### src/sv/sdsc_pkg.sv
// shared types and constants of the surround downmix with soft clip
`default_nettype none
package sdsc_pkg;

    localparam int VW        = 23;   // signed Q.16 downmix value before scaling
    localparam int SCALE_W   = 24;   // unsigned Q8.16 mono scale
    localparam int PW        = VW + SCALE_W + 1;
    localparam int WSUM_W    = 19;   // sum of eight Q2.14 weights
    localparam int CFG_IDX_W = 2;
    localparam int CFG_W     = 64;

    localparam logic [SCALE_W-1:0] SCALE_ONE = SCALE_W'(65536);
    localparam logic [SCALE_W-1:0] SCALE_MAX = {SCALE_W{1'b1}};

    localparam logic [CFG_IDX_W-1:0] REG_MODE    = 2'd0;
    localparam logic [CFG_IDX_W-1:0] REG_W_LOW   = 2'd1;
    localparam logic [CFG_IDX_W-1:0] REG_W_HIGH  = 2'd2;

    localparam logic [CFG_W-1:0] WEIGHTS_RESET = 64'h4000_4000_4000_4000;

    typedef struct packed {
        logic mono;
        logic last;
    } t_ctl;

    typedef struct packed {
        logic                busy;
        logic [SCALE_W-1:0]  scale;
    } t_div_stat;

endpackage
`default_nettype wire

### src/sv/sdsc_merge.sv
// merge of the lane products into left and right, rounding and mono scaling
`default_nettype none
module sdsc_merge
    import sdsc_pkg::*;
#(
    parameter int SAMPLE_BITS = 16,
    parameter int PRW         = 33
) (
    input  wire                       i_clk,
    input  wire                       i_en,
    input  wire  t_ctl                i_ctl1,
    input  wire  t_ctl                i_ctl2,
    input  wire  logic signed [PRW-1:0] i_prod [8],
    input  wire  logic [SCALE_W-1:0]  i_scale,
    output logic signed [PW-1:0]      o_p_l,
    output logic signed [PW-1:0]      o_p_r
);

    localparam int SUMW = PRW + 3;
    localparam int SH_M = SAMPLE_BITS - 3;
    // stereo sum carries twice the sample fraction, brought down to q.16
    localparam int SH_S = 2 * SAMPLE_BITS - 18;

    logic signed [SUMW-1:0] all_sum, l_sum, r_sum, sel_l, sel_r, rl, rr;
    logic signed [VW-1:0]   r_v_l, r_v_r;
    logic signed [PW-1:0]   r_p_l, r_p_r;
    logic signed [SCALE_W:0] scale_s;

    always_comb begin
        all_sum = '0;
        for (int c = 0; c < 8; c++) begin
            all_sum = all_sum + SUMW'(i_prod[c]);
        end
        l_sum = SUMW'(i_prod[0]) + SUMW'(i_prod[2]) + SUMW'(i_prod[4]) + SUMW'(i_prod[6]);
        r_sum = SUMW'(i_prod[1]) + SUMW'(i_prod[2]) + SUMW'(i_prod[5]) + SUMW'(i_prod[7]);
        sel_l = i_ctl1.mono ? all_sum : l_sum;
        sel_r = i_ctl1.mono ? all_sum : r_sum;
        // round to nearest, ties up
        if (i_ctl1.mono) begin
            rl = (sel_l + (SUMW'(1) <<< (SH_M - 1))) >>> SH_M;
            rr = (sel_r + (SUMW'(1) <<< (SH_M - 1))) >>> SH_M;
        end else begin
            rl = (sel_l + (SUMW'(1) <<< (SH_S - 1))) >>> SH_S;
            rr = (sel_r + (SUMW'(1) <<< (SH_S - 1))) >>> SH_S;
        end
    end

    assign scale_s = $signed({1'b0, i_scale});

    always_ff @(posedge i_clk) begin
        if (i_en) begin
            r_v_l <= rl[VW-1:0];
            r_v_r <= rr[VW-1:0];
            if (i_ctl2.mono) begin
                r_p_l <= PW'(r_v_l * scale_s);
                r_p_r <= PW'(r_v_r * scale_s);
            end else begin
                r_p_l <= PW'(r_v_l) <<< 16;
                r_p_r <= PW'(r_v_r) <<< 16;
            end
        end
    end

    assign o_p_l = r_p_l;
    assign o_p_r = r_p_r;

endmodule
`default_nettype wire

### config.mk
export PLATFORM = sky130hd
export DESIGN_NAME = sdsc_merge
export DESIGN_NICKNAME = d
export VERILOG_FILES = /design/src/sv/sdsc_pkg.sv /design/src/sv/sdsc_merge.sv
export SDC_FILE = /design/constraint.sdc
export NUM_CORES = 2
export LEC_CHECK = 0
export BUFFER_PORTS_ARGS = -buffer_cell sky130_fd_sc_hd__buf_2
export CORE_UTILIZATION = 45
export CTS_CLUSTER_DIAMETER = 30
export DETAILED_ROUTE_END_ITERATION = 6
export SYNTH_ARGS = -nofsm -noshare
export SYNTH_HDL_FRONTEND = slang
export SYNTH_SLANG_ARGS = --single-unit
### constraint.sdc
create_clock -name i_clk -period 10.9 [get_ports i_clk]
set_input_delay 2.18 -clock i_clk [delete_from_list [all_inputs] [get_ports i_clk]]
set_output_delay 2.18 -clock i_clk [all_outputs]
set_load 0.005 [all_outputs]
# After elaboration in Yosys (flattened, before gate mapping)
# Cells that the tools add are included.
word_totals:
  register_bits: 142
  out_inout_bits: 96
  inputBits: 294
  wordCells: 31
classes:
  n_mul: 2
  mux: 6
  n_addsub: 17
op_table:
  columns: ["op", "n"]
  rows:
  - ["adder 36 x 33 -> 36 bit", 4]
  - ["adder 35 x 33 -> 36 bit", 3]
  - ["adder 34 x 33 -> 35 bit", 3]
  - ["adder 33 x 33 -> 34 bit", 3]
  - ["multiplier 23 x 25 -> 48 bit", 2]
  - ["two-way mux 48 bit", 2]
  - ["adder 36 x 14 -> 36 bit (second input constant)", 2]
  - ["adder 36 x 15 -> 36 bit (second input constant)", 2]
  - ["two-way mux 36 bit", 2]
  - ["two-way mux 23 bit", 2]

# Logic depth before layout (Yosys ltp)
depth:
  depth_word: 10
  mapped_depth: 30
  depth_no_buf: 28

# Worst setup path after synthesis
# No wires, ideal clock.
synth_timing:
  kind: "input to register"
  start: "input port i_scale[10]"
  end: "register r_p_l[43] (netlist: o_p_l[43]) (data pin)"
  arrival_ps: 9138
  slack_ps: 1506
  n_path_buf: 2
  setup_time_ps: 256
  t_required_ps: 10644
  cell_stages: 28
  path_cell_list: "clkbuf_1 > clkbuf_1 > nand2_1 > fa_1 > fa_1 > inv_1 > fa_1 > inv_1 > fa_1 > inv_1 > fa_1 > fa_1 > inv_1 > fa_1 > inv_1 > ha_1 > a21o_1 > a21o_1 > a21o_1 > a21o_1 > a21oi_1 > o31ai_1 > a41o_1 > o31ai_1 > a41oi_1 > o21a_1 > or3_1 > a31o_2"
synth_between:
  elab_chain_len: 2
synth_rtl:
  columns: ["item", "line", "rtl"]
  rows:
  - ["start, declared", "sdsc_merge.sv:14", "input wire logic [SCALE_W-1:0] i_scale,"]
  - ["multiplier 23 x 25 -> 48 bit", "sdsc_merge.sv:55", "r_p_l <= PW'(r_v_l * scale_s);"]
  - ["two-way mux 48 bit", "sdsc_merge.sv:54", "if (i_ctl2.mono) begin"]
  - ["end signal, assigned", "sdsc_merge.sv:55", null]
  - ["end signal, assigned", "sdsc_merge.sv:58", "r_p_l <= PW'(r_v_l) <<< 16;"]
  - ["end, declared", "sdsc_merge.sv:26", "logic signed [PW-1:0] r_p_l, r_p_r;"]
# No other way between the ends.
# A chain may end at the register's enable or synchronous reset.

# Worst setup path in the final report
layout_timing:
  start: "input port i_scale[5]"
  end: "register r_p_l[46] (netlist: o_p_l[46]) (data pin)"
# The elaborated chain is that of the path after synthesis.

==> metrics.txt <==
Mean Syn Cell Area=9.210 sq um; DP Wirelength=130900 microns; CP max stage delay=730 ps; CP Capture Type=flip-flop; largest family of logic cells by synthesized area=adder cells; Post-Syn Area=57800 sq um; cells on worst reg2reg path=26; gr ovfl total=0; core box area=127500 sq um; first-pass GRT wire length=254000 microns; Worst Tran Pin Value=1152 ps; DRT Wirelength=157700 microns; Slew Limit Headroom=0.2317; DIE AREA=129900 sq um; Total GRT Usage=0.2515; fin crit share=0.9051; GP Congestion=0.8754; post-cts hold buffer count=0; Setup-failing EPs final=0; clk slew on worst S/H paths=80 ps; layout net count=8556; CTS resizes=0; r2r setup slk=2210 ps; CP endpoint=o_p_l[46]; FF/Latch Area=4264 sq um; Setup Fix Bufs, Post-CTS=0; Worst Setup Start Kind=primary input; Ys Warns=0; DRT iter0 DRCs=2430; Setup TNS Final=0 ps; Max clock buf depth=2; Commonest cells post-synth=inv_1 (1438), fa_1 (1255), nand2_1 (712); cell seen most often among critical-path stages=fa_1; drt first pass iters=6; Port Buffers=387; Syn Inst Count=6276; Die W=360.4 microns; H-tree levels=4; vias in the first global route=45830; synthesized flop and latch total=142; critical path fanouts, max=38; Synth Area in Simple Gates=0.1535; Synth Area in XOR/XNOR=0.02667; Crit path depth=25; Worst Path Buf+Inv=5; Main synth FF type=edfxtp_1; Site Rows=131; Filler cells=12161; Synth Area in Adders=0.5436; Synth top area share=0.4347; RSZ-0062 raised after global routing=false; CTS Buf Count=17; Root Buffer=clkbuf_16; Max Fclk=101.4 MHz; worst r2r dst=o_p_l[46]; Die H=360.4 microns; Compound-Gate Fraction of Synth Area=0.07845; drt drc=0; antenna violations before repair=6; routed vias/inst=5.240; mux share of post-synthesis cell area=0.01188; Multi-input gate area=47050 sq um; most common cell in the netlist=inv_1; CP Class=in -> reg; leading area contributor after synthesis=fa_1; Routed wire per std cell=19.27 microns; sequential area share after synthesis=0.07377; Layout area overhead=7.505%; CTS tree=built; EDFF count, synth=142; HP Class=reg -> reg; CP max-delay cell=buf_2; status=finished clean; Top delay family on crit path=adder cells; post-synth cell types=109; Ports=390; post-synth net total=8328; ys async rst share=0; Critical Path RT=11160 ps; Max-Cap Viols=0; CP Data Arrival Time=10130 ps; Fin. Hold Viols=0; Pins Over Slew Limit=0; RR Startpoint=r_v_l[2]; layout cells sized above 1=0.09715; clk_lat worst skew=510 ps; fin crit period=9866 ps; largest net degree at the start of global routing=69; Starting Density=0.4533; # clock sinks=142; post-route ant nets=0; Vias=42876; Setup crit start=i_scale[5]; clk_skew=19.84 ps; Synth area leaders=fa_1 (43%), ha_1 (11%), inv_1 (9.3%)
through the flow:
stage	cell area, sq um	cells	hold WS (ps)	worst slack, ps	utilization
after global placement	61570	8147	690.8	472.7	0.4828
after detailed placement	61570	8147	689.9	461.5	0.4828
after CTS	62130	8178	719.2	973.5	0.4872
after global routing	62130	8180	719.0	588.5	0.4872
after floorplan	57800	6276	630.6	1506	-
final	62140	8183	700.0	1034	0.4873
routing by layer:
metal	routed length (microns)	part of all wire	vias to the layer above	GRT usage
met3	8638	0.055	181	0.03625
met5	15	0.000095	-	0
met1	68750	0.44	21908	0.3366
met4	3564	0.023	4	0.06325
li1	-	-	19664	-
met2	76720	0.49	1119	0.4277
kinds of logic (layout without fill, tap and decap cells):
logic type	after synthesis	count (layout)
xor gates and xnor gates	176	176
and+or+nand+nor	1752	1752
AOI/OAI and AO/OA	666	666
adders and majority gates	1758	1758
buffers and inverters	1719	1959
DFF	142	142
other	0	5
muxes	63	63
worst reg2reg max path: stages (launching register included):
cell and delay, ps:
edfxtp_1 1100, nand2_1 200, fa_1 590, inv_1 50
fa_1 470, inv_1 50, fa_1 500, fa_1 540
inv_1 60, fa_1 490, fa_1 490, inv_1 50
fa_1 470, inv_1 40, ha_1 340, a21o_1 200
a21o_1 170, a21oi_1 200, o21ai_0 230, a2111oi_0 550
buf_4 210, nand2_1 60, o211ai_1 270, a31oi_1 190
o41ai_1 420, o31ai_1 120, or3_1 370
area by class of cell:
type / count / area share
Antenna cell: 5 / 0.0002014
Clock buffer: 17 / 0.006846
Clock inverter: 14 / 0.002155
Inverter: 1438 / 0.08687
Multi-Input combinational cell: 4415 / 0.7572
Sequential cell: 142 / 0.06862
Tap cell: 1662 / 0.03347
Timing Repair Buffer: 490 / 0.04460
worst min path at each step:
stage / from / end / slack (ps) / cells after the start
after floorplan: r_v_r[6] / o_p_r[22] / 630 / 1
after global placement: r_v_r[10] / o_p_r[26] / 690 / 1
after detailed placement: r_v_r[10] / o_p_r[26] / 690 / 1
after CTS: r_v_r[10] / o_p_r[26] / 720 / 1
after global routing: r_v_r[10] / o_p_r[26] / 720 / 1
final: r_v_r[10] / o_p_r[26] / 700 / 1
state kept, by name (all words and copies together), names as in the netlist:
name,flops
o_p_r,48
r_v_r,23
o_p_l,48
r_v_l,23
cell usage in the layout (no fill, tap or decap), types with 22 or more instances in the layout:
cell / count
buf_4: 101
xnor2_1: 119
o21a_1: 27
nor3_1: 55
and3_1: 32
fa_1: 1255
nand4_1: 27
nand2_1: 712
nor2_1: 161
o21ai_0: 107
buf_2: 384
mux2_2: 41
xor2_1: 57
nand3_1: 66
and2_1: 506
nand2b_1: 52
edfxtp_1: 142
inv_1: 1437
a21o_1: 113
nor2b_1: 22
a21oi_1: 192
ha_1: 503
Power is left out: the tool's default activity adds up to more than one toggle a clock period on the data nets, which glitch-free logic cannot reach.
