<file path="src/sv/sdsc_lane.sv">
// one channel lane: sample times channel coefficient, registered
`default_nettype none
module sdsc_lane #(
    parameter int SAMPLE_BITS = 16,
    parameter int CW          = 16
) (
    input  wire                                i_clk,
    input  wire                                i_en,
    input  wire  logic signed [SAMPLE_BITS-1:0] i_sample,
    input  wire  logic        [CW-1:0]          i_coef,
    output logic signed [SAMPLE_BITS+CW:0]      o_prod
);

    logic signed [SAMPLE_BITS+CW:0] r_prod;

    always_ff @(posedge i_clk) begin
        if (i_en) begin
            r_prod <= i_sample * $signed({1'b0, i_coef});
        end
    end

    assign o_prod = r_prod;

endmodule
`default_nettype wire

</file>
<file path="config.mk">
export PLATFORM = sky130hd
export DESIGN_NAME = sdsc_lane
export DESIGN_NICKNAME = d
export VERILOG_FILES = /design/src/sv/sdsc_lane.sv
export SDC_FILE = /design/constraint.sdc
export NUM_CORES = 1
export LEC_CHECK = 0
export BUFFER_PORTS_ARGS = -buffer_cell sky130_fd_sc_hd__buf_4
export CAP_MARGIN = 10
export CORE_ASPECT_RATIO = 0.75
export CORE_MARGIN = 2
export CORE_UTILIZATION = 29
export CTS_CLUSTER_SIZE = 28
export DETAILED_ROUTE_END_ITERATION = 6
export PLACE_DENSITY = 0.47
export RECOVER_POWER = 50
export SLEW_MARGIN = 20
export SYNTH_ARGS = -nofsm -noshare
export SYNTH_HDL_FRONTEND = slang
export SYNTH_SLANG_ARGS = --single-unit
</file>
<file path="constraint.sdc">
create_clock -name i_clk -period 6.3 [get_ports i_clk]
set_input_delay 1.26 -clock i_clk [delete_from_list [all_inputs] [get_ports i_clk]]
set_output_delay 1.26 -clock i_clk [all_outputs]
set_load 0.01 [all_outputs]
</file>
[Word level (Yosys, flattened, before mapping)]
Index checks and enable logic that the tools add are counted.
Word-level totals
  register bits: 33
  input port bits: 34
  output and inout bits: 33
  logic and storage cells: 2
Cells by class
  multiply operators: 1
Operators with widths (count)
  multiplier 16 x 17 -> 33 bit: 1

[Depth between registers and ports, before layout]
Gate-level depths: netlist of run 1.
  depth in word-level cells: 1
  depth in mapped cells: 22
  depth with buffers taken out: 20

[Worst setup path after synthesis of run 1]
OpenSTA, ideal clock, no wires.
  kind: input to register
  start: in i_sample[1]
  end: reg r_prod[32] (netlist: o_prod[32]) (data pin)
  setup time: 260 ps
  arrival time: 6220 ps
  path slack: -180 ps
  cell stages on the path: 20
  path buffers: 2
  path through: clkbuf_1 > nand2_1 > fa_1 > fa_1 > inv_1 > fa_1 > fa_1 > fa_1 > inv_1 > fa_1 > inv_1 > ha_1 > buf_6 > a21o_1 > a31oi_1 > a21oi_1 > a211o_1 > a31o_4 > a41oi_2 > xnor2_1
Between the ends
  longest elaborated chain between the ends: 1
RTL lines
  start: declaration: line 9  | input wire logic signed [SAMPLE_BITS-1:0] i_sample,
  multiplier 16 x 17 -> 33 bit: line 18  | r_prod <= i_sample * $signed({1'b0, i_coef});
  end signal: assignment: line 18
  end: declaration: line 14  | logic signed [SAMPLE_BITS+CW:0] r_prod;
Every way passes these cells.
A chain may end at the register's enable or synchronous reset.

[Worst setup path in the final report of run 1]
  start: in i_coef[3]
  end: reg r_prod[31] (netlist: o_prod[31]) (data pin)
Between the ends
  longest elaborated chain between the ends: 1
RTL lines
  start: declaration: line 10  | input wire logic [CW-1:0] i_coef,
  multiplier 16 x 17 -> 33 bit: line 18
Every way passes these cells.

==> impl_metrics.yaml, run 1 <==
setup_path:
  cp-end-kind: "register"
  critPathRequiredTime_ps: 6340
  path_cells: "buf_4 > and2_1 > fa_1 > inv_1 > fa_1 > inv_1 > fa_1 > fa_1 > fa_1 > inv_1 > fa_1 > inv_1 > ha_4 > nand4_1 > nor4_2 > o2111ai_1 > o211ai_1 > buf_4 > nor2b_4 > nand4_1 > o311a_1"
  crit_family: "adder cells"
  cp_max_fo: 7
  startpoint_type: "input pin"
  critPathMostFrequentCell: "fa_1"
  slowest_delay_ps: 540
  path_class: "in2reg"
  slowest_stage: "fa_1"
  cp_num_buf_inv: 6
  arrival_ps: 6320
routing:
  drc: 0
  routed-wl-met2_mm: 11.2
  drt_iter0_drc: 417
  vias: 7495
  wl_per_cell_microns: 14.8
  viasPerCell: 4.43
  drt_wl_total_mm: 25.0
  m1WireLength_mm: 12.9
  drt_pass1_iterations: 4
  ant_nets: 0
  met3_length_microns: 899
  highest_layer: "met4"
cts:
  clockBufferDepth: 2
  cts_tree: "built"
  htreeDepth: 2
  clkTransAtPathRegs_ps: 50
  cts_sinks: 33
  cts.hold.buffers_added: 0
  cts-root-buf: "clkbuf_16"
  cts_buffers: 5
placed_design:
  dp_hpwl_mm: 22.5
  place.gp.congestion: 0.835
  io_buffers: 66
floorplan:
  rows: 58
  die-area_sq_um: 35900
  top_level_ports: 67
  die_w_microns: 218
  core_region_area_sq_um: 33700
  initial_core_util_pct: 29.6
  die_y_microns: 165
cells_and_area:
  diodes: 0
  syn_to_final_growth_pct: 24.1
  drive_gt1_share_pct: 20.1
  largest_register_ffs: 33
  regArea_sq_um: 991
  n_fill_cell: 3560
  postLayoutCoreUtil_pct: 36.7
  fin_nets: 1591
  multi_input_area_sq_um: 8150
yosys:
  avgSynthCellArea_sq_um: 9.21
  syn_area_sq_um: 9960
  synth_cell_types: 43
  yosysTopAreaCell: "fa_1"
  synth-main-ff-cell: "edfxtp_1"
  ys_async_sr_fraction_pct: 0
  synth_edf_count: 33
  synth_cells: 1082
  synth.net_count: 1432
  yosysSeqAreaShare_pct: 9.95
  synth_common_cells: "inv_1 (258), fa_1 (194), nand2_1 (142)"
  synth_top_cell_area_share_pct: 39.0
  ys_ff_latch: 33
  yosysMostFrequentCell: "inv_1"
  netlist_top_cells_area: "fa_1 (39%), ha_1 (15%), edfxtp_1 (9.9%), inv_1 (9.7%), and2_1 (7.3%)"
  yosys_warnings: 0
global_route:
  grt_pass1_wl_mm: 41.3
  grt_max_degree: 34
  gr-usage-all-layers_pct: 14.5
  grt_pass1_vias: 7913
  grt_overflow: 0
  antenna_found_initial: 0
sta:
  final_max_slew_viol_count: 34
  worst_hold_slack_ps: 1390
  period_needed_ps: 6290
  fmax_ghz: 0.159
  grt_setup_unrepaired: "yes"
  fin_crit_sh_pct: 99.8
  finalSetupViolCount: 0
  slew_headroom_pct: -19.9
  hold_violations: 0
  worstMarginPinSlew_ps: 1800
run_status:
  violations: "capacitance limit, slew limit"
  status: "finished with violations"
min_path:
  hp-class: "in2reg"
job:
  maxCapViolCount: 1
cells by family after synthesis:
| family | share of synthesized area [%] |
|---|---|
| simple gates | 15.5 |
| compound gates | 5.99 |
| flops | 9.95 |
| xor+xnor | 2.64 |
| fa+ha+maj | 54.3 |
| buf+inv | 11.6 |
path summary, 6_finish.rpt:
check | start | to | cells past startpoint
max | i_coef[3] | o_prod[31]$_DFFE_PP_ | 21
min | i_sample[0] | o_prod[0]$_DFFE_PP_ | 2
metal layers:
layer / vias up / global-route usage, %
met5: - / 0
met4: 0 / 1.33
met3: 6 / 2.06
met2: 122 / 22.7
met1: 3780 / 22.0
li1: 3587 / -
layout by cell type, fill, tap and decap left out, types with 5 or more instances in the layout:
| cell | instances |
|---|---|
| buf_6 | 13 |
| edfxtp_1 | 33 |
| a21o_1 | 8 |
| xor2_1 | 13 |
| nor2_1 | 14 |
| clkbuf_1 | 15 |
| and2_1 | 109 |
| a31oi_1 | 6 |
| o21ai_0 | 8 |
| fa_1 | 189 |
| nand2b_1 | 9 |
| buf_4 | 163 |
| clkbuf_16 | 6 |
| nand4_1 | 10 |
| inv_1 | 257 |
| a21oi_1 | 22 |
| o211ai_1 | 5 |
| ha_1 | 111 |
| o21ai_2 | 5 |
| ha_4 | 11 |
| fa_2 | 5 |
| nand2_1 | 140 |
| xnor2_1 | 17 |
| and2_4 | 8 |
through the flow:
stage / TNS, ps / std cells / instance area (sq um) / setup WS, ps
after global routing: -1420 / 1692 / 12400 / -166
after global placement: -4720 / 1674 / 11800 / -407
after detailed placement: -5390 / 1674 / 11800 / -498
after CTS: -54.0 / 1683 / 12000 / -54.0
final: 0 / 1692 / 12400 / 11.7
after floorplan: -0.105 / 1082 / 10000 / -0.105
layout make-up:
class,count,area share (%)
Sequential cell,33,8.02
Clock inverter,2,0.0810
Clock buffer,6,1.04
Inverter,259,7.90
Tap cell,450,4.56
Multi-Input combinational cell,746,66.0
Timing Repair Buffer,196,12.4
repair_timing:
item / 4_1_cts / 5_1_grt
setup endpoints to repair: 10 / 15
gates resized for setup: 10 / 73
cloned: 0 / 1
pin swaps: 4 / 34
setup buffers: 1 / 8
Power of run 1 is not shown: default switching activity piles up to over one toggle a cycle in this logic, so the estimate is an artifact.
==> inputs of run 2 (changes only) <==
- CORE_ASPECT_RATIO: 0.75 -> 0.9
==> impl_metrics.yaml, run 2 (synthesis gave the netlist of run 1 again) <==
setup_path:
  cp_max_fo: 5
  arrival_ps: 6390
  critPathMostFrequentCell: "fa_1"
  cp_num_buf_inv: 5
  slowest_stage: "fa_1"
  path_class: "in2reg"
  startpoint_type: "input pin"
  path_cells: "buf_12 > buf_8 > buf_6 > and2_4 > fa_1 > fa_1 > fa_1 > fa_2 > fa_1 > inv_1 > fa_1 > inv_2 > ha_4 > nand4_1 > nor4_2 > o2111ai_1 > o211ai_1 > nor2b_4 > nand4_1 > o311a_1"
  cp-end-kind: "register"
  critPathRequiredTime_ps: 6330
  slowest_delay_ps: 540
  crit_family: "adder cells"
routing:
  ant_nets: 0
  vias: 7528
  drt_iter0_drc: 297
  drt_wl_total_mm: 25.2
  drc: 0
  viasPerCell: 4.41
  drt_pass1_iterations: 4
  wl_per_cell_microns: 14.8
global_route:
  grt_use_met2_pct: 24.0
  grt_util_met1_pct: 21.1
  grt_max_degree: 34
  gr-usage-all-layers_pct: 14.5
  grt-busiest-layer: "met2"
  grt_pass1_vias: 7828
  antenna_found_initial: 0
  grt_overflow: 0
  grt_pass1_wl_mm: 41.2
  use_met3_pct: 1.54
cells_and_area:
  largest_register_ffs: 33
  drive_gt1_share_pct: 22.4
  final_cell_mix: "inv_1 (241), fa_1 (184), buf_4 (159)"
  layout_commonest_cell: "inv_1"
  n_fill_cell: 3549
  regArea_sq_um: 991
  diodes: 0
  fin_nets: 1594
  syn_to_final_growth_pct: 25.4
  multi_input_area_sq_um: 8170
  post-route-cell-area_sq_um: 12500
sta:
  period_needed_ps: 6360
  final_max_slew_viol_count: 34
  hold_violations: 0
  grt_setup_unrepaired: "yes"
  fin_crit_sh_pct: 101
  worstMarginPinSlew_ps: 1780
  worst_hold_slack_ps: 1420
  fmax_ghz: 0.157
  setup_ws_ps: -63.9
  slew_headroom_pct: -18.8
  finalSetupViolCount: 1
min_path:
  hp-class: "in2reg"
floorplan:
  die_y_microns: 180
  initial_core_util_pct: 29.3
  rows: 64
  core_region_area_sq_um: 34000
  top_level_ports: 67
  die_w_microns: 199
  die-area_sq_um: 35800
cts:
  cts_tree: "built"
  cts.hold.buffers_added: 0
  clockBufferDepth: 2
  cts_sinks: 33
  clkTransAtPathRegs_ps: 50
  htreeDepth: 2
  cts_buffers: 5
  cts-root-buf: "clkbuf_16"
placed_design:
  pre_cts_slack_ps: -453
  post_dp_cell_area_sq_um: 11800
  io_buffers: 66
  dp_hpwl_mm: 22.1
  place.gp.congestion: 0.847
run_status:
  violations: "capacitance limit, slew limit, setup timing"
  status: "finished with violations"
job:
  maxCapViolCount: 1
-- run 2: final cells by class --
cell class	instances	area share, %
multi-input cells	746	65.4
inverters	259	7.81
well taps	462	4.63
repair buffers	199	13.2
clock inverters	2	0.0801
flip-flops and latches	33	7.93
clock buffers	6	1.03
-- run 2: what timing repair did --
action / 4_1_cts / 5_1_grt
resized for setup: 27 / 93
buffers inserted: 2 / 9
pin swaps: 16 / 46
setup endpoints to repair: 9 / 16
-- run 2: worst paths after layout --
check / cells past startpoint / start / endpoint
setup / recovery: 20 / i_coef[4] / o_prod[31]$_DFFE_PP_
hold / removal: 2 / i_sample[0] / o_prod[0]$_DFFE_PP_
-- run 2: layer usage --
metal	share of wire, %	up-vias
li1	-	3589
met1	47	3842
met2	49	87
met3	2.8	10
met4	0.70	0
met5	0	-
-- run 2: metrics by stage --
stage	setup TNS (ps)	std cells	util (%)
after floorplan	-0.105	1082	-
after global placement	-4890	1688	34.8
after detailed placement	-5090	1688	34.8
after CTS	-117	1698	35.7
after global routing	-1100	1707	36.8
final	-63.9	1707	36.8
Power of run 2 is left out for the same reason.
