--- src/sv/sdsc_pkg.sv ---
// shared types and constants of the surround downmix with soft clip
`default_nettype none
package sdsc_pkg;

    localparam int VW        = 23;   // signed Q.16 downmix value before scaling
    localparam int SCALE_W   = 24;   // unsigned Q8.16 mono scale
    localparam int PW        = VW + SCALE_W + 1;
    localparam int WSUM_W    = 19;   // sum of eight Q2.14 weights
    localparam int CFG_IDX_W = 2;
    localparam int CFG_W     = 64;

    localparam logic [SCALE_W-1:0] SCALE_ONE = SCALE_W'(65536);
    localparam logic [SCALE_W-1:0] SCALE_MAX = {SCALE_W{1'b1}};

    localparam logic [CFG_IDX_W-1:0] REG_MODE    = 2'd0;
    localparam logic [CFG_IDX_W-1:0] REG_W_LOW   = 2'd1;
    localparam logic [CFG_IDX_W-1:0] REG_W_HIGH  = 2'd2;

    localparam logic [CFG_W-1:0] WEIGHTS_RESET = 64'h4000_4000_4000_4000;

    typedef struct packed {
        logic mono;
        logic last;
    } t_ctl;

    typedef struct packed {
        logic                busy;
        logic [SCALE_W-1:0]  scale;
    } t_div_stat;

endpackage
`default_nettype wire

--- src/sv/sdsc_div.sv ---
// restoring divider for the mono scale, one quotient bit per cycle
`default_nettype none
module sdsc_div
    import sdsc_pkg::*;
(
    input  wire                     i_clk,
    input  wire                     i_rst_n,
    input  wire                     i_start,
    input  wire  logic [WSUM_W-1:0] i_wsum,
    output t_div_stat               o_stat
);

    localparam int QW = 34;
    localparam int RW = WSUM_W + 1;

    typedef enum logic [1:0] {S_IDLE, S_LOAD, S_RUN} t_state;

    t_state              r_state;
    logic [WSUM_W-1:0]   r_den;
    logic [QW-1:0]       r_num;
    logic [QW-1:0]       r_q;
    logic [RW-1:0]       r_rem;
    logic [5:0]          r_cnt;
    logic [SCALE_W-1:0]  r_scale;

    logic [RW:0]         trial;
    logic                fits;
    logic [RW-1:0]       n_rem;
    logic [QW-1:0]       n_q;

    always_comb begin
        trial = {r_rem, r_num[QW-1]};
        fits  = trial >= (RW+1)'(r_den);
        n_rem = fits ? RW'(trial - (RW+1)'(r_den)) : trial[RW-1:0];
        n_q   = {r_q[QW-2:0], fits};
    end

    always_ff @(posedge i_clk) begin
        if (!i_rst_n) begin
            r_state <= S_LOAD;
            r_scale <= SCALE_ONE;
            r_cnt   <= '0;
        end else begin
            case (r_state)
                S_IDLE: begin
                    if (i_start) r_state <= S_LOAD;
                end
                S_LOAD: begin
                    if (i_wsum == '0) begin
                        r_scale <= SCALE_ONE;
                        r_state <= S_IDLE;
                    end else begin
                        r_den   <= i_wsum;
                        r_num   <= (QW'(1) << 33) + QW'(i_wsum >> 1);
                        r_q     <= '0;
                        r_rem   <= '0;
                        r_cnt   <= 6'(QW);
                        r_state <= S_RUN;
                    end
                    // a write landing now changes the sum again, load once more
                    if (i_start) r_state <= S_LOAD;
                end
                S_RUN: begin
                    r_rem <= n_rem;
                    r_q   <= n_q;
                    r_num <= r_num << 1;
                    r_cnt <= r_cnt - 6'd1;
                    if (r_cnt == 6'd1) begin
                        r_scale <= (n_q > QW'(SCALE_MAX)) ? SCALE_MAX : n_q[SCALE_W-1:0];
                        r_state <= i_start ? S_LOAD : S_IDLE;
                    end else if (i_start) begin
                        r_state <= S_LOAD;
                    end
                end
                default: r_state <= S_LOAD;
            endcase
        end
    end

    assign o_stat.busy  = (r_state != S_IDLE);
    assign o_stat.scale = r_scale;

endmodule
`default_nettype wire

--- config.mk ---
export PLATFORM = sky130hd
export DESIGN_NAME = sdsc_div
export DESIGN_NICKNAME = d
export VERILOG_FILES = /design/src/sv/sdsc_pkg.sv /design/src/sv/sdsc_div.sv
export SDC_FILE = /design/constraint.sdc
export NUM_CORES = 1
export LEC_CHECK = 0
export BUFFER_PORTS_ARGS = -buffer_cell sky130_fd_sc_hd__buf_2
export CORE_UTILIZATION = 30
export DETAILED_ROUTE_END_ITERATION = 16
export PLACE_DENSITY_LB_ADDON = 0.12
export SETUP_SLACK_MARGIN = 0.15
export SYNTH_ARGS = -nofsm -noshare
export SYNTH_HDL_FRONTEND = slang
export SYNTH_SLANG_ARGS = --single-unit
--- constraint.sdc ---
create_clock -name i_clk -period 10.4 [get_ports i_clk]
set_input_delay 2.08 -clock i_clk [delete_from_list [all_inputs] [get_ports i_clk]]
set_output_delay 2.08 -clock i_clk [all_outputs]
set_load 0.05 [all_outputs]
# ---- Word level (Yosys, flattened, before mapping)
# Index checks and enable logic that the tools add are counted.
dict set report word_totals {
  out_inout_bits 25
  reg_bits 138
  input_bits 22
}
dict set report op_classes {
  n_mux 19
  order_cmp 2
  n_addsub 3
  bitwise_logic 1
  reduce_logical 8
  eq_ne 6
}
# operator n
set op_table {}
lappend op_table {{24-bit two-way mux} 3}
lappend op_table {{34-bit one-hot mux with 2 select lines} 1}
lappend op_table {{33-bit one-hot mux with 2 select lines} 1}
lappend op_table {{24-bit one-hot mux with 2 select lines} 1}
lappend op_table {{20-bit two-way mux} 2}
lappend op_table {{20-bit one-hot mux with 2 select lines} 1}
lappend op_table {{34-bit by 18-bit adder with 34-bit output, first input constant} 1}
lappend op_table {{34-bit by 24-bit > comparator with 1-bit output, second input constant} 1}
lappend op_table {{34-bit two-way mux} 1}
lappend op_table {{33-bit two-way mux} 1}
lappend op_table {{21-bit by 19-bit greater-or-equal comparator with 1-bit output} 1}
lappend op_table {{20-bit by 19-bit subtractor with 20-bit output} 1}
lappend op_table {{19-bit logical NOT} 1}
lappend op_table {{6-bit one-hot mux with 2 select lines} 1}
lappend op_table {{3-bit AND reduction} 3}
lappend op_table {{2-bit two-way mux} 4}
lappend op_table {{6-bit by 1-bit equality test with 1-bit output, second input constant} 1}
lappend op_table {{6-bit two-way mux} 1}
lappend op_table {{2-bit inequality test, second input constant} 3}
lappend op_table {{2-bit one-hot mux with 3 select lines} 1}
lappend op_table {{6-bit by 1-bit subtractor with 6-bit output, second input constant} 1}
lappend op_table {{2-bit nonzero test} 2}
lappend op_table {{2-bit by 1-bit equality test with 1-bit output, second input constant} 1}
lappend op_table {{2-bit equality test, second input constant} 1}
lappend op_table {{other kinds (4)} 4}

# ---- Logic depth before layout (Yosys ltp)
dict set report logic_depth {
  ltp_word 5
  depth_mapped 10
  ltp_nobuf 10
}

# ---- Least setup slack after synthesis
# Ideal clock, no wire load.
dict set report synth_path {
  path_kind {input -> register}
  startpoint {input port i_wsum[6]}
  endpoint {register r_num[0], enable pin}
  stages 5
  path_buffers 0
  path_slack_ps 5350
  arrival_ps 4595
  path_cell_list {nor4_1 > nand4_1 > nor4_2 > a21oi_1 > and2_1}
}
dict set report synth_via {
  elab_chain_cells 3
}
# element line
set synth_lines {}
lappend synth_lines {{start, declared} sdsc_div.sv:9} ;# input wire logic [WSUM_W-1:0] i_wsum,
lappend synth_lines {{19-bit logical NOT} sdsc_div.sv:49} ;# if (i_wsum == '0) begin
lappend synth_lines {{2-bit inequality test (no source line)} --}
lappend synth_lines {{3-bit AND reduction (no source line)} --}
lappend synth_lines {{end signal, assigned} sdsc_div.sv:54} ;# r_num <= (QW'(1) << 33) + QW'(i_wsum >> 1);
lappend synth_lines {{end signal, assigned} sdsc_div.sv:66} ;# r_num <= r_num << 1;
lappend synth_lines {{end, declared} sdsc_div.sv:20} ;# logic [QW-1:0] r_num;
# No other way between the ends.
# A chain may end at the register's enable or synchronous reset.

# ---- Final worst setup path
dict set report layout_path {
  startpoint {input port i_wsum[15]}
  endpoint {register r_scale[0]}
}
dict set report layout_via {
  elab_chain_cells 3
}
# element line
set layout_lines {}
lappend layout_lines {{19-bit logical NOT} sdsc_div.sv:49}
lappend layout_lines {{2-bit inequality test (no source line)} --}
lappend layout_lines {{3-bit AND reduction (no source line)} --}
lappend layout_lines {{end signal, assigned} sdsc_div.sv:69} ;# r_scale <= (n_q > QW'(SCALE_MAX)) ? SCALE_MAX : n_q[SCALE_W-1:0];
lappend layout_lines {{end, declared} sdsc_div.sv:24} ;# logic [SCALE_W-1:0] r_scale;
# No other way between the ends.

==> impl_metrics.env <==
export IMPL_use_met3_pct=3.42
export IMPL_cts_resized=0
export IMPL_cts_root_buf="clkbuf_16"
export IMPL_row_count=53
export IMPL_final_common_cell="edfxtp_1"
export IMPL_setup_slack_ns=5.91
export IMPL_cts_sinks=138
export IMPL_gp_congestion=0.765
export IMPL_dp_slack_ns=5.30
export IMPL_grt_pass1_wl_um=24700
export IMPL_syn_avg_cell_area_um2=11.4
export IMPL_min_period_over_period_pct=43.2
export IMPL_slew_viol_final=0
export IMPL_power_uw=1590
export IMPL_end_kind="register"
export IMPL_totalWireLength_um=15100
export IMPL_ir_worst_vdd_uv=111
export IMPL_cts_max_level=4
export IMPL_route_vias_total=4575
export IMPL_drc=0
export IMPL_cts_tree="yes"
export IMPL_use_met1_pct=18.7
export IMPL_cts_hold_buffers=0
export IMPL_dr_pass1_iters=4
export IMPL_multi_input_area_um2=2540
export IMPL_setup_viol=0
export IMPL_use_met2_pct=22.8
export IMPL_p_leak_uw=0.00286
export IMPL_die_x_um=150
export IMPL_seqCellArea_um2=3820
export IMPL_die_h_um=150
export IMPL_track_usage_pct=14.5
export IMPL_slew_headroom_pct=27.7
export IMPL_power_density_nw_per_um2=206
export IMPL_nFillCells=2107
export IMPL_grt_max_degree=96
export IMPL_synth_xor_area_share_pct=1.72
export IMPL_synthFlopType="edfxtp_1"
export IMPL_post_route_min_period_ns=4.49
export IMPL_synthMuxAreaShare_pct=2.90
export IMPL_grt_busiest_layer="met2"
export IMPL_wl_per_cell_um=16.6
export IMPL_synthesis_nets=629
export IMPL_port_buffers=46
export IMPL_synth_edf_count=106
export IMPL_setup_tns_ns=0
export IMPL_yosys_warnings=0
export IMPL_syn2layout_area_growth_pct=17.1
export IMPL_cap_violations=0
export IMPL_syn_area_um2=6610
export IMPL_worst_slew_pin_transition_ns=1.08
export IMPL_clockBufferDepth=2
export IMPL_cts_setup_buffers=0
export IMPL_fin_worst_skew_ns=0.00997
export IMPL_crit_type="in2reg"
export IMPL_via_per_inst=5.02
export IMPL_dieArea_um2=22600
export IMPL_synth_distinct_cells=55
export IMPL_crit_path_start_kind="primary input"
export IMPL_ys_ff_latch=138
export IMPL_final_core_util_pct=36.3
export IMPL_synth_compound_area_share_pct=14.3
export IMPL_hold_path_class="reg2reg"
export IMPL_start_util_pct=31.0
export IMPL_hold_viol=0
export IMPL_worstPathRequired_ns=10.65
export IMPL_layout_drive_gt1_share_pct=17.2
export IMPL_place_inst=877
export IMPL_status="completed"
export IMPL_io_pins=47
export IMPL_clk_latency_ns=0.43
export IMPL_place_hpwl_um=9550
export IMPL_rsz0062_at_grt="no"
export IMPL_overflow=0
export IMPL_synth_cells=581
export IMPL_ys_seq_area_share_pct=57.9
export IMPL_grt_pass1_vias=4656
export IMPL_final_instance_count_excl_fill=911
export IMPL_crit_fanout=24
export IMPL_drt_initial_drc_count=316
export IMPL_yosys_area_share_simple_pct=14.3
export IMPL_synth_async_reset_ratio_pct=0
export IMPL_core_area_um2=21300
export IMPL_synthAdderAreaFrac_pct=5.04
export IMPL_final_net_count=669
export IMPL_clk_pin_slew_worst_paths_ns=0.06
export IMPL_antenna_found_initial=3
export IMPL_final_cell_mix="edfxtp_1 (106), a21oi_1 (58), and2_1 (47), buf_2 (46), nand2_1 (35)"
export IMPL_numCtsBuffers=17
export IMPL_ant_nets=0
export IMPL_max_freq_mhz=223
export IMPL_synth_top_family_by_area="compound AO/OA/AOI/OAI gates"
export IMPL_crit_arrival_ns=4.74
cell usage after synthesis, types with 5 or more instances:
cell      number  area [um2]
a311oi_1       5        43.8
nor3_1         9        45.0
a21oi_1       58         290
xnor2_1        9        78.8
mux2_2        17         191
and2_1        48         300
edfxtp_1     106        3180
clkbuf_1      21        78.8
o21a_1         6        45.0
nand2b_1       9        56.3
dfxtp_1       32         641
nand3_1       19        95.1
ha_1          25         313
nor2_1        28         105
nor4_1         9        56.3
nand2_1       35         131
a211oi_1       6        45.0
inv_1         32         120
o21ai_0       19        95.1
o211ai_1      25         188
logic make-up (layout without fill, tap and decap cells):
family          Yosys count  in the layout
simple gates            179            179
compound gates          146            146
flops                   138            138
buf+inv                  62            115
fa+ha+maj                26             26
mux                      17             17
xor+xnor                 13             13
other cells               0              2
registers in the layout, summed over array words and instances, names as in the netlist:
register and count:
r_num 34, r_q 33, r_scale 24, r_rem 20, r_den 19, r_cnt 6, r_state 2
stage by stage:
| step | hold slack (ns) | area (um2) |
|---|---|---|
| finish | 0.454 | 7730 |
| global route | 0.475 | 7730 |
| CTS | 0.458 | 7730 |
| detailed placement | 0.447 | 7090 |
| global placement | 0.442 | 7090 |
| floorplan | 0.447 | 6610 |
report_power, final:
group	total (uW)	leakage (uW)	switching (uW)	internal (uW)
logic	256	0.00126	171	85.1
clock network	663	0.000312	255	407
registers	673	0.00129	21.2	652
worst paths after layout:
kind          startpoint     endpoint  slack (ns)  depth (start not counted)
min reg2reg  r_scale[22]  r_scale[22]        0.45                          2
max reg2reg   r_state[0]   r_scale[0]        7.38                          7
max           i_wsum[15]   r_scale[0]        5.91                          8
min          r_scale[22]  r_scale[22]        0.45                          2
routing by layer:
layer  vias to the layer above  part of all wire [%]
met5                         -                 0.053
met4                         2                   2.2
met3                        24                   3.1
met2                        74                    47
met1                      2248                    47
li1                       2227                     -
worst max-delay path: stages:
cell and delay, ns:
buf_2 0.12, nor4_1 0.52, nand4_1 0.22, nor4_2 0.24, nand2b_1 0.24, nand3_1 0.72
nor4_1 0.48, a2111oi_1 0.10
area by class of cell:
cell class | count | area share, %
Sequential cell | 138 | 49.4
Multi-Input combinational cell | 381 | 32.8
Timing Repair Buffer | 50 | 3.36
Clock buffer | 17 | 5.50
Tap cell | 275 | 4.45
Antenna cell | 2 | 0.0647
Inverter | 33 | 1.60
Clock inverter | 15 | 2.75
Power figures use the tool's default switching activity.
